### src/rtl/core/wsd_pkg.sv
`timescale 1ns / 1ps
package wsd_pkg;

	// Result kinds
	localparam logic [2:0] KIND_PAYLOAD   = 3'd0;
	localparam logic [2:0] KIND_PING      = 3'd1;
	localparam logic [2:0] KIND_PONG      = 3'd2;
	localparam logic [2:0] KIND_CLOSE     = 3'd3;
	localparam logic [2:0] KIND_UNMASKED  = 3'd4;
	localparam logic [2:0] KIND_OVERSIZE  = 3'd5;
	localparam logic [2:0] KIND_PING_DUE  = 3'd6;
	localparam logic [2:0] KIND_PONG_TOUT = 3'd7;

	// Frame opcodes
	localparam logic [3:0] OP_CONT  = 4'd0;
	localparam logic [3:0] OP_CLOSE = 4'd8;
	localparam logic [3:0] OP_PING  = 4'd9;
	localparam logic [3:0] OP_PONG  = 4'd10;

	// Header fields
	localparam logic [7:0] HDR_FIN_MASK = 8'h80;
	localparam logic [7:0] HDR_OP_MASK  = 8'h0F;
	localparam logic [7:0] HDR_LEN_MASK = 8'h7F;
	localparam logic [6:0] LEN_EXT16    = 7'd126;
	localparam logic [6:0] LEN_EXT64    = 7'd127;
	localparam logic [15:0] CLOSE_DEFAULT = 16'd1000;

	// Connection states
	localparam logic [1:0] CONN_OPEN   = 2'd0;
	localparam logic [1:0] CONN_CLOSED = 2'd2;
	localparam logic [1:0] CONN_ERROR  = 2'd3;

	// Configuration register indexes
	localparam int CFG_IW = 2;
	typedef logic [CFG_IW-1:0] cfg_idx_t;
	localparam cfg_idx_t CFG_MAX_LEN   = 2'd0;
	localparam cfg_idx_t CFG_PING_INT  = 2'd1;
	localparam cfg_idx_t CFG_PONG_TOUT = 2'd2;

	localparam logic [31:0] MAX_LEN_RST   = 32'd1048576;
	localparam logic [15:0] PING_INT_RST  = 16'd30;
	localparam logic [15:0] PONG_TOUT_RST = 16'd10;

	// Queue between front and back
	localparam int Q_DEPTH = 4;
	localparam int Q_AW    = $clog2(Q_DEPTH);

	typedef enum logic [4:0] {
		PH_HDR0    = 5'b00001,
		PH_HDR1    = 5'b00010,
		PH_EXTLEN  = 5'b00100,
		PH_KEY     = 5'b01000,
		PH_PAYLOAD = 5'b10000
	} phase_t;

	typedef struct packed {
		logic [2:0]  kind;
		logic [7:0]  payload_byte;
		logic [3:0]  message_opcode;
		logic [3:0]  frame_opcode;
		logic        frame_end;
		logic        message_end;
		logic [15:0] close_code;
	} rec_t;

	// One accepted item's results: first, and optional second
	typedef struct packed {
		rec_t r0;
		rec_t r1;
		logic two;
	} entry_t;

endpackage

### src/rtl/core/wsd_if.sv
`timescale 1ns / 1ps
interface wsd_in_if;
	logic       valid;
	logic       ready;
	logic       action;
	logic [7:0] data_byte;

	modport source (output valid, action, data_byte, input ready);
	modport sink (input valid, action, data_byte, output ready);
endinterface

interface wsd_out_if;
	logic        valid;
	logic        ready;
	logic [2:0]  kind;
	logic [7:0]  payload_byte;
	logic [3:0]  message_opcode;
	logic [3:0]  frame_opcode;
	logic        frame_end;
	logic        message_end;
	logic [15:0] close_code;
	logic        run_last;

	modport source (output valid, kind, payload_byte, message_opcode, frame_opcode,
		frame_end, message_end, close_code, run_last, input ready);
	modport sink (input valid, kind, payload_byte, message_opcode, frame_opcode,
		frame_end, message_end, close_code, run_last, output ready);
endinterface

### src/rtl/core/websocket_frame_deframer_top.sv
`timescale 1ns / 1ps
// Channel   Dir   Carries                               Handshake
// items     in    action, data_byte                     valid/ready
// results   out   kind, payload_byte, opcodes, ends,    valid/ready
//                 close_code, run_last
// cfg       in    cfg_we, cfg_index, cfg_data           write on cfg_we
//
// One item is taken every cycle while the result queue is not full; the
// header, length check and unmasking of an item finish in the cycle it is accepted.
// An item with two results (last payload byte plus its control event, or
// ping due plus pong timeout) gives them on the result port one after the other.
// Reset is asynchronous and clears parser, timers and queue at once.
// items.ready drops only while the four-entry result queue is full.
module websocket_frame_deframer_top (
	input  logic              clk,
	input  logic              arst_n,
	wsd_in_if.sink            items,
	wsd_out_if.source         results,
	input  logic              cfg_we,
	input  wsd_pkg::cfg_idx_t cfg_index,
	input  logic [31:0]       cfg_data
);
	import wsd_pkg::*;

	logic   q_full;
	logic   push;
	entry_t push_entry;
	logic   head_valid;
	entry_t head;
	logic   pop;

	// Front end: parse each transaction and hold the connection state
	wsd_front u_front (
		.clk        (clk),
		.arst_n     (arst_n),
		.items      (items),
		.cfg_we     (cfg_we),
		.cfg_index  (cfg_index),
		.cfg_data   (cfg_data),
		.q_full     (q_full),
		.push       (push),
		.push_entry (push_entry)
	);

	// Decouple parser from result port stalls
	wsd_queue u_queue (
		.clk        (clk),
		.arst_n     (arst_n),
		.push       (push),
		.push_entry (push_entry),
		.full       (q_full),
		.head_valid (head_valid),
		.head       (head),
		.pop        (pop)
	);

	// Back end: advance through the results of each entry, one per transaction
	wsd_back u_back (
		.clk        (clk),
		.arst_n     (arst_n),
		.head_valid (head_valid),
		.head       (head),
		.pop        (pop),
		.results    (results)
	);

endmodule

### src/rtl/core/wsd_front.sv
`timescale 1ns / 1ps
module wsd_front (
	input  logic             clk,
	input  logic             arst_n,
	wsd_in_if.sink           items,
	input  logic             cfg_we,
	input  wsd_pkg::cfg_idx_t cfg_index,
	input  logic [31:0]      cfg_data,
	input  logic             q_full,
	output logic             push,
	output wsd_pkg::entry_t  push_entry
);
	import wsd_pkg::*;

	logic [31:0] max_len_q;
	logic [15:0] ping_int_q, pong_to_q;

	phase_t      phase_q, phase_n;
	logic        fin_q, fin_n;
	logic [3:0]  fop_q, fop_n;
	logic [63:0] len_q, len_n;
	logic [2:0]  lenleft_q, lenleft_n;
	logic [31:0] key_q, key_n;
	logic [63:0] pleft_q, pleft_n;
	logic [1:0]  midx_q, midx_n;
	logic [15:0] ccode_q, ccode_n;
	logic [1:0]  cseen_q, cseen_n;
	logic [3:0]  mop_q, mop_n;
	logic        inmsg_q, inmsg_n;
	logic [1:0]  conn_q, conn_n;
	logic        await_q, await_n;
	logic [15:0] spong_q, spong_n;
	logic [15:0] sping_q, sping_n;

	logic        fire;
	logic        a_vld, b_vld;
	rec_t        a_rec, b_rec;
	logic        do_check, do_finish;
	logic [7:0]  b;
	logic [6:0]  l7;
	logic [31:0] key_sh;
	logic [7:0]  pb;
	logic        last;

	assign items.ready = !q_full;
	assign fire = items.valid && items.ready;
	assign b = items.data_byte;
	assign l7 = b[6:0] & HDR_LEN_MASK[6:0];
	assign key_sh = key_q >> {2'd3 - midx_q, 3'b000};
	assign pb = b ^ key_sh[7:0];

	always_comb begin
		phase_n = phase_q;
		fin_n = fin_q;
		fop_n = fop_q;
		len_n = len_q;
		lenleft_n = lenleft_q;
		key_n = key_q;
		pleft_n = pleft_q;
		midx_n = midx_q;
		ccode_n = ccode_q;
		cseen_n = cseen_q;
		mop_n = mop_q;
		inmsg_n = inmsg_q;
		conn_n = conn_q;
		await_n = await_q;
		spong_n = spong_q;
		sping_n = sping_q;
		a_vld = 1'b0;
		b_vld = 1'b0;
		a_rec = '0;
		b_rec = '0;
		do_check = 1'b0;
		do_finish = 1'b0;
		last = 1'b0;

		if (conn_q == CONN_OPEN && items.action) begin
			spong_n = (spong_q == 16'hFFFF) ? spong_q : spong_q + 16'd1;
			sping_n = (sping_q == 16'hFFFF) ? sping_q : sping_q + 16'd1;
			if (!await_q && spong_n >= ping_int_q) begin
				await_n = 1'b1;
				sping_n = '0;
				a_vld = 1'b1;
				a_rec.kind = KIND_PING_DUE;
			end
			if (await_n && sping_n >= pong_to_q) begin
				conn_n = CONN_CLOSED;
				b_vld = 1'b1;
				b_rec.kind = KIND_PONG_TOUT;
			end
		end else if (conn_q == CONN_OPEN) begin
			case (phase_q)
				PH_HDR1: begin
					if ((b & HDR_FIN_MASK) == 8'h00) begin
						conn_n = CONN_ERROR;
						a_vld = 1'b1;
						a_rec.kind = KIND_UNMASKED;
					end else if (l7 == LEN_EXT16 || l7 == LEN_EXT64) begin
						lenleft_n = (l7 == LEN_EXT16) ? 3'd1 : 3'd7;
						len_n = '0;
						phase_n = PH_EXTLEN;
					end else begin
						len_n = {57'd0, l7};
						do_check = 1'b1;
					end
				end
				PH_EXTLEN: begin
					len_n = {len_q[55:0], b};
					if (lenleft_q == 3'd0) begin
						do_check = 1'b1;
					end else begin
						lenleft_n = lenleft_q - 3'd1;
					end
				end
				PH_KEY: begin
					key_n = {key_q[23:0], b};
					midx_n = midx_q + 2'd1;
					if (midx_n == 2'd0) begin
						ccode_n = CLOSE_DEFAULT;
						cseen_n = 2'd0;
						if (!fop_q[3] && fop_q != OP_CONT && !fin_q && !inmsg_q) begin
							mop_n = fop_q;
							inmsg_n = 1'b1;
						end
						phase_n = PH_PAYLOAD;
						do_finish = (pleft_q == 64'd0);
					end
				end
				PH_PAYLOAD: begin
					midx_n = midx_q + 2'd1;
					pleft_n = pleft_q - 64'd1;
					last = (pleft_n == 64'd0);
					if (cseen_q == 2'd0) begin
						ccode_n = {pb, 8'h00};
						cseen_n = 2'd1;
					end else if (cseen_q == 2'd1) begin
						ccode_n = {ccode_q[15:8], pb};
						cseen_n = 2'd2;
					end
					// Stray continuation: parse but drop its bytes
					if (!(fop_q == OP_CONT && !inmsg_q)) begin
						a_vld = 1'b1;
						a_rec.kind = KIND_PAYLOAD;
						a_rec.payload_byte = pb;
						if (fop_q == OP_CONT)
							a_rec.message_opcode = mop_q;
						else if (fop_q[3])
							a_rec.message_opcode = fop_q;
						else
							a_rec.message_opcode = (!fin_q && inmsg_q) ? mop_q : fop_q;
						a_rec.frame_opcode = fop_q;
						a_rec.frame_end = last;
						a_rec.message_end = last && fin_q;
					end
					do_finish = last;
				end
				default: begin
					fin_n = b[7];
					fop_n = b[3:0] & HDR_OP_MASK[3:0];
					phase_n = PH_HDR1;
				end
			endcase

			if (do_check) begin
				if (len_n > {32'd0, max_len_q}) begin
					conn_n = CONN_ERROR;
					a_vld = 1'b1;
					a_rec.kind = KIND_OVERSIZE;
				end else begin
					pleft_n = len_n;
					key_n = '0;
					midx_n = '0;
					phase_n = PH_KEY;
				end
			end

			if (do_finish) begin
				phase_n = PH_HDR0;
				if (fop_q == OP_CONT && fin_q && inmsg_n) begin
					inmsg_n = 1'b0;
					mop_n = '0;
				end
				if (fop_q == OP_PING) begin
					b_vld = 1'b1;
					b_rec.kind = KIND_PING;
				end else if (fop_q == OP_PONG) begin
					await_n = 1'b0;
					spong_n = '0;
					b_vld = 1'b1;
					b_rec.kind = KIND_PONG;
				end else if (fop_q == OP_CLOSE) begin
					conn_n = CONN_CLOSED;
					b_vld = 1'b1;
					b_rec.kind = KIND_CLOSE;
					b_rec.close_code = (cseen_n == 2'd2) ? ccode_n : CLOSE_DEFAULT;
				end
			end
		end
	end

	// Pack results: the first valid one leads
	always_comb begin
		push_entry.r0 = a_vld ? a_rec : b_rec;
		push_entry.r1 = b_rec;
		push_entry.two = a_vld && b_vld;
	end
	assign push = fire && (a_vld || b_vld);

	always_ff @(posedge clk or negedge arst_n) begin
		if (!arst_n) begin
			max_len_q <= MAX_LEN_RST;
			ping_int_q <= PING_INT_RST;
			pong_to_q <= PONG_TOUT_RST;
		end else if (cfg_we) begin
			case (cfg_index)
				CFG_MAX_LEN:   max_len_q <= cfg_data;
				CFG_PING_INT:  ping_int_q <= cfg_data[15:0];
				CFG_PONG_TOUT: pong_to_q <= cfg_data[15:0];
				default: ;
			endcase
		end
	end

	always_ff @(posedge clk or negedge arst_n) begin
		if (!arst_n) begin
			phase_q <= PH_HDR0;
			fin_q <= 1'b0;
			fop_q <= '0;
			len_q <= '0;
			lenleft_q <= '0;
			key_q <= '0;
			pleft_q <= '0;
			midx_q <= '0;
			ccode_q <= CLOSE_DEFAULT;
			cseen_q <= '0;
			mop_q <= '0;
			inmsg_q <= 1'b0;
			conn_q <= CONN_OPEN;
			await_q <= 1'b0;
			spong_q <= '0;
			sping_q <= '0;
		end else if (fire) begin
			phase_q <= phase_n;
			fin_q <= fin_n;
			fop_q <= fop_n;
			len_q <= len_n;
			lenleft_q <= lenleft_n;
			key_q <= key_n;
			pleft_q <= pleft_n;
			midx_q <= midx_n;
			ccode_q <= ccode_n;
			cseen_q <= cseen_n;
			mop_q <= mop_n;
			inmsg_q <= inmsg_n;
			conn_q <= conn_n;
			await_q <= await_n;
			spong_q <= spong_n;
			sping_q <= sping_n;
		end
	end

endmodule

### src/rtl/core/wsd_queue.sv
`timescale 1ns / 1ps
module wsd_queue (
	input  logic            clk,
	input  logic            arst_n,
	input  logic            push,
	input  wsd_pkg::entry_t push_entry,
	output logic            full,
	output logic            head_valid,
	output wsd_pkg::entry_t head,
	input  logic            pop
);
	import wsd_pkg::*;

	entry_t          mem_q [Q_DEPTH];
	logic [Q_AW-1:0] wr_q, rd_q;
	logic [Q_AW:0]   cnt_q;
	logic            do_pop;

	assign full = (cnt_q == (Q_AW+1)'(Q_DEPTH));
	assign head_valid = (cnt_q != '0);
	assign head = mem_q[rd_q];
	assign do_pop = pop && head_valid;

	always_ff @(posedge clk) begin
		if (push)
			mem_q[wr_q] <= push_entry;
	end

	always_ff @(posedge clk or negedge arst_n) begin
		if (!arst_n) begin
			wr_q <= '0;
			rd_q <= '0;
			cnt_q <= '0;
		end else begin
			if (push)
				wr_q <= wr_q + 1'b1;
			if (do_pop)
				rd_q <= rd_q + 1'b1;
			if (push && !do_pop)
				cnt_q <= cnt_q + 1'b1;
			else if (do_pop && !push)
				cnt_q <= cnt_q - 1'b1;
		end
	end

endmodule

### src/rtl/core/wsd_back.sv
`timescale 1ns / 1ps
module wsd_back (
	input  logic            clk,
	input  logic            arst_n,
	input  logic            head_valid,
	input  wsd_pkg::entry_t head,
	output logic            pop,
	wsd_out_if.source       results
);
	import wsd_pkg::*;

	logic idx_q;
	logic out_valid_q;
	rec_t out_rec_q;
	logic out_last_q;
	logic load;
	logic last_of_entry;
	rec_t sel;

	assign load = !out_valid_q || results.ready;
	assign last_of_entry = !head.two || idx_q;
	assign sel = idx_q ? head.r1 : head.r0;
	assign pop = load && head_valid && last_of_entry;

	always_ff @(posedge clk or negedge arst_n) begin
		if (!arst_n) begin
			idx_q <= 1'b0;
			out_valid_q <= 1'b0;
		end else if (load) begin
			out_valid_q <= head_valid;
			if (head_valid)
				idx_q <= !last_of_entry;
		end
	end

	always_ff @(posedge clk) begin
		if (load && head_valid) begin
			out_rec_q <= sel;
			out_last_q <= last_of_entry;
		end
	end

	assign results.valid = out_valid_q;
	assign results.kind = out_rec_q.kind;
	assign results.payload_byte = out_rec_q.payload_byte;
	assign results.message_opcode = out_rec_q.message_opcode;
	assign results.frame_opcode = out_rec_q.frame_opcode;
	assign results.frame_end = out_rec_q.frame_end;
	assign results.message_end = out_rec_q.message_end;
	assign results.close_code = out_rec_q.close_code;
	assign results.run_last = out_last_q;

endmodule
### src/flat_wrapper.sv
// flat-port wrapper written by rule: the top's interface ports become plain ports
module websocket_frame_deframer_top_flat import wsd_pkg::*;
  (clk, arst_n, cfg_we, cfg_index, cfg_data, items_valid, items_action, items_data_byte, items_ready, results_valid, results_kind, results_payload_byte, results_message_opcode, results_frame_opcode, results_frame_end, results_message_end, results_close_code, results_run_last, results_ready);
  wsd_in_if items_i ();
  wsd_out_if results_i ();
  input  logic clk;
  input  logic arst_n;
  input  logic cfg_we;
  input  wsd_pkg::cfg_idx_t cfg_index;
  input  logic [31:0] cfg_data;
  input wire logic [$bits(items_i.valid)-1:0] items_valid;
  input wire logic [$bits(items_i.action)-1:0] items_action;
  input wire logic [$bits(items_i.data_byte)-1:0] items_data_byte;
  output wire logic [$bits(items_i.ready)-1:0] items_ready;
  output wire logic [$bits(results_i.valid)-1:0] results_valid;
  output wire logic [$bits(results_i.kind)-1:0] results_kind;
  output wire logic [$bits(results_i.payload_byte)-1:0] results_payload_byte;
  output wire logic [$bits(results_i.message_opcode)-1:0] results_message_opcode;
  output wire logic [$bits(results_i.frame_opcode)-1:0] results_frame_opcode;
  output wire logic [$bits(results_i.frame_end)-1:0] results_frame_end;
  output wire logic [$bits(results_i.message_end)-1:0] results_message_end;
  output wire logic [$bits(results_i.close_code)-1:0] results_close_code;
  output wire logic [$bits(results_i.run_last)-1:0] results_run_last;
  input wire logic [$bits(results_i.ready)-1:0] results_ready;
  assign items_i.valid = items_valid;
  assign items_i.action = items_action;
  assign items_i.data_byte = items_data_byte;
  assign items_ready = items_i.ready;
  assign results_valid = results_i.valid;
  assign results_kind = results_i.kind;
  assign results_payload_byte = results_i.payload_byte;
  assign results_message_opcode = results_i.message_opcode;
  assign results_frame_opcode = results_i.frame_opcode;
  assign results_frame_end = results_i.frame_end;
  assign results_message_end = results_i.message_end;
  assign results_close_code = results_i.close_code;
  assign results_run_last = results_i.run_last;
  assign results_i.ready = results_ready;
  websocket_frame_deframer_top u_core (.clk(clk), .arst_n(arst_n), .items(items_i), .results(results_i), .cfg_we(cfg_we), .cfg_index(cfg_index), .cfg_data(cfg_data));
endmodule
### config.mk
export PLATFORM = sky130hd
export DESIGN_NAME = websocket_frame_deframer_top_flat
export DESIGN_NICKNAME = d
export VERILOG_FILES = /design/src/rtl/core/wsd_pkg.sv /design/src/rtl/core/wsd_if.sv /design/src/rtl/core/websocket_frame_deframer_top.sv /design/src/rtl/core/wsd_front.sv /design/src/rtl/core/wsd_queue.sv /design/src/rtl/core/wsd_back.sv /design/src/flat_wrapper.sv
export SDC_FILE = /design/constraint.sdc
export NUM_CORES = 1
export LEC_CHECK = 0
export BUFFER_PORTS_ARGS = -buffer_cell sky130_fd_sc_hd__buf_2
export CAP_MARGIN = 0
export CORE_UTILIZATION = 42
export DETAILED_ROUTE_END_ITERATION = 16
export GPL_TIMING_DRIVEN = 1
export HOLD_SLACK_MARGIN = 0.12
export PLACE_DENSITY_LB_ADDON = 0.12
export SYNTH_ARGS = -nofsm -noshare
export SYNTH_HDL_FRONTEND = slang
export SYNTH_HIERARCHICAL = 1
export SYNTH_SLANG_ARGS = --single-unit
### constraint.sdc
create_clock -name clk -period 8 [get_ports clk]
set_input_delay 0.8 -clock clk [delete_from_list [all_inputs] [get_ports clk]]
set_output_delay 0.8 -clock clk [all_outputs]
set_load 0.03 [all_outputs]
==> key figures <==
Status
  – Status: finished, final reports clean

STA
  – Total negative setup slack: 0 ns
  – Max frequency: 139 MHz
  – Final setup violation count: 0
  – Least-Margin Pin Slew: between 1 and 1.5 ns
  – Tcrit/Tclk final: about nine tenths
  – Final slew viol count: 0
  – Worst Skew: about 0.044 ns
  – Fin. Hold Viols: 0
  – Final Critical Period: roughly 7.2 ns
  – RSZ-0062 raised after global routing: false
  – Worst slew margin: between 10% and 20%

Placement
  – Gpl congestion: just over 0.9
  – Placed instance area: 31900 sq um
  – Post-DP HPWL: 54.0 mm
  – Port bufs: 87

CTS
  – Clock Tree Buf Depth: 3
  – Post_cts resized: 0
  – TritonCTS clock tree: built
  – CTS Buf Count: 72
  – Clock transition at path regs: 0.06 ns
  – H-tree depth: 3
  – Clk Latency, worst-skew pair: 0.63 ns
  – Post-cts hold buffer count: 0
  – Setup Buffers After CTS: 0
  – Num Clock Sinks: ~640
  – CTS root buf: clkbuf_16

Cells and area
  – Nets: around 2.6k
  – Final instance area: between 30000 and 40000 sq um
  – Fill count: 6369
  – Layout cells sized above 1: between 15 and 20%
  – Synth-to-layout area growth: 12.5%

Yosys
  – Register bit count reported by yosys: roughly 640
  – Post-synth ARST share: a little under half
  – Top_reg_cell synth: edfxtp_1
  – Synth cell types: 77
  – Synth top area share: 33.2%
  – Commonest cells post-synth: 338 x edfxtp_1, 292 x dfrtp_1, 188 x nand2_1, 185 x nor2_1, 152 x o21ai_0
  – Most common cell in the synthesized netlist: edfxtp_1
  – Post-synth EDFFs: 338
  – Synthesized area: a little over 30000 sq um
  – Synthesized area per cell: about 13 sq um
  – Sequential area share after synthesis: approximately three fifths
  – Synth Warn #: 6
  – Synth area leader: edfxtp_1
  – Mapped Cells: between 2k and 2.5k
  – Top area cells in the synthesized netlist: edfxtp_1 33%, dfrtp_1 24%, mux4_2 6.1%

Die
  – Row count: approximately 100
  – Full die area: between 70000 and 80000 sq um
  – Core ar.: roughly 72000 sq um
  – Io pins: 88
  – Initial Util: roughly 43%
  – Die W: between 200 and 300 um
  – Die Ht: ~270 um

Pwr
  – Gate power share: between 20% and 30%
  – Seq pwr share: between 40% and 50%
  – Sw Ratio: between 30% and 40%
  – P_sw: around 0.0033 W
  – Worst vdd ir: 0.000328 V
  – Clock power share: between 30% and 40%
  – Static Leak: 13.6 nW
  – Power Density: roughly 300 nW/um^2
  – Pint: 0.00703 W

Critical path
  – CP peak stage delay: 0.60 ns
  – Arr. time, crit path: between 7 and 8 ns
  – Reg-to-Reg Start: u_core/u_front/spong_q[5]$_DFFE_PN0P_
  – Worst Path Max Fanout: 33
  – Endpoint type of the worst setup path: flip-flop
  – CP Launch Type: flip-flop
  – Worst path required time: slightly above 8 ns
  – Cells on worst reg2reg path: 28
  – Worst Setup Path Type: flip-flop to flip-flop
  – Crit path max-delay cell type: and2_4
  – R2R Setup Slk: between 0.8 and 0.9 ns
  – Reg2reg end: u_core/u_queue/mem_q[3][3]$_DFFE_PP_

Drt
  – Final WL: roughly 79 mm
  – Vias per cell: roughly 5.8
  – Wirelength per Cell: between 20 and 25 um
  – First drt pass iteration count: 5
  – Post-route ant nets: 0
  – Routed via count: 20.4k
  – DR iter-0 viols: 1596
  – Post-route DRC: 0

Worst hold path
  – Hold Crit Class: input port to async pin

Global route
  – Initial antenna violation count: 1
  – Global-route total usage across every layer: between 20% and 30%
  – Vias in the first global route: about 21k
  – Largest net degree at the start of global routing: around 170
  – Global-route wire length before repair: 124 mm
  – Gr ovfl total: 0

Flow run
  – Max Cap Viol: 0
cell usage in the layout (no fill, tap or decap), types with 83 or more instances in the layout:
master / synthesis / layout
edfxtp_1: 338 / 338
dfrtp_1: 292 / 289
nand2_1: 188 / 187
nor2_1: 185 / 183
o21ai_0: 152 / 151
a22o_1: 136 / 136
inv_1: 92 / 91
a21oi_1: 88 / 87
buf_2: 12 / 86
mux4_2: 83 / 83
layout make-up:
class	count	area (sq um)	share of cell area, %
timing repair buffer	129	836	2.43
tap	950	1190	3.46
antenna	1	2.50	0.00728
sequential	644	17800	51.9
clock inverter	33	433	1.26
inverter	92	345	1.01
multi-input combinational	1564	11700	34.1
clock buffer	99	2000	5.83
routing by layer:
| metal | vias to the layer above | part of all wire [%] | global-route usage (%) |
|---|---|---|---|
| li1 | 9319 | - | - |
| met1 | 10300 | 45 | 30.3 |
| met2 | 606 | 47 | 34.9 |
| met3 | 139 | 4.5 | 2.85 |
| met4 | 0 | 3.1 | 7.84 |
| met5 | - | 0 | 0 |
flip-flops by register name, indices dropped and copies added (netlist names), 4 cells and up:
signal,flops
u_core/u_front/pong_to_q,16
u_core/u_front/pleft_q,64
u_core/u_front/fop_q,4
u_core/u_front/len_q,64
u_core/u_back/results.frame_opcode,4
u_core/u_front/ccode_q,16
u_core/u_back/results.payload_byte,8
u_core/u_front/phase_q,5
u_core/u_front/ping_int_q,16
u_core/u_front/mop_q,4
u_core/u_queue/mem_q,300
u_core/u_back/results.close_code,16
u_core/u_front/spong_q,16
u_core/u_front/max_len_q,32
u_core/u_front/sping_q,16
u_core/u_back/results.message_opcode,4
u_core/u_front/key_q,32
critical path: cells and delay by family (launching register included):
family / cells / cell delay (ns)
buf+inv: 3 / 0.68
simple gates: 12 / 2.91
xor+xnor: 1 / 0.13
compound gates: 10 / 2.16
flops: 1 / 0.46
fa+ha+maj: 2 / 0.44
logic make-up (layout without fill, tap and decap cells):
logic type / after synthesis / after routing / synth area share, %
multiplexers: 163 / 163 / 9.17
XOR/XNOR: 54 / 54 / 1.55
flip-flops: 644 / 644 / 58.4
other: 1 / 29 / 0.0123
AO/OA/AOI/OAI: 562 / 562 / 12.5
adder cells (fa/ha/maj): 80 / 80 / 3.30
AND/OR/NAND/NOR: 677 / 677 / 11.2
buffers and inverters: 247 / 353 / 3.83
power groups by stage:
stage / Sequential [W] / Clock, W / Combinational (W)
after floorplan: 0.00442 / 0 / 0.00185
after global placement: 0.00441 / 0 / 0.00258
after detailed placement: 0.00442 / 0 / 0.00260
after CTS: 0.00436 / 0.00347 / 0.00261
after global routing: 0.00441 / 0.00360 / 0.00282
final: 0.00437 / 0.00338 / 0.00258
worst max-delay path by stage:
stage	start	end	depth (start not counted)
after floorplan	u_core/u_front/spong_q[5]$_DFFE_PN0P_	u_core/u_queue/mem_q[1][0]$_DFFE_PP_	27
after global placement	u_core/u_front/spong_q[5]$_DFFE_PN0P_	u_core/u_queue/mem_q[3][44]$_DFFE_PP_	28
after detailed placement	u_core/u_front/spong_q[5]$_DFFE_PN0P_	u_core/u_queue/mem_q[3][45]$_DFFE_PP_	28
after CTS	u_core/u_front/spong_q[5]$_DFFE_PN0P_	u_core/u_queue/mem_q[3][3]$_DFFE_PP_	28
after global routing	u_core/u_front/spong_q[5]$_DFFE_PN0P_	u_core/u_queue/cnt_q[2]$_DFFE_PN0P_	32
final	u_core/u_front/spong_q[5]$_DFFE_PN0P_	u_core/u_queue/mem_q[3][3]$_DFFE_PP_	28
per-stage QoR:
| stage | hold slack, ns | cells | power (W) | utilization, % | setup WS [ns] |
|---|---|---|---|---|---|
| CTS | 0.167 | 3511 | 0.0104 | 47.9 | 0.665 |
| finish | 0.139 | 3512 | 0.0103 | 47.9 | 0.801 |
| global placement | 0.456 | 3379 | 0.00699 | 44.5 | 0.744 |
| detailed placement | 0.458 | 3379 | 0.00702 | 44.5 | 0.712 |
| global route | 0.188 | 3512 | 0.0108 | 47.9 | 0.223 |
| floorplan | 0.440 | 2455 | 0.00626 | - | 0.682 |
No activity file was read; power rests on OpenSTA's default activity.
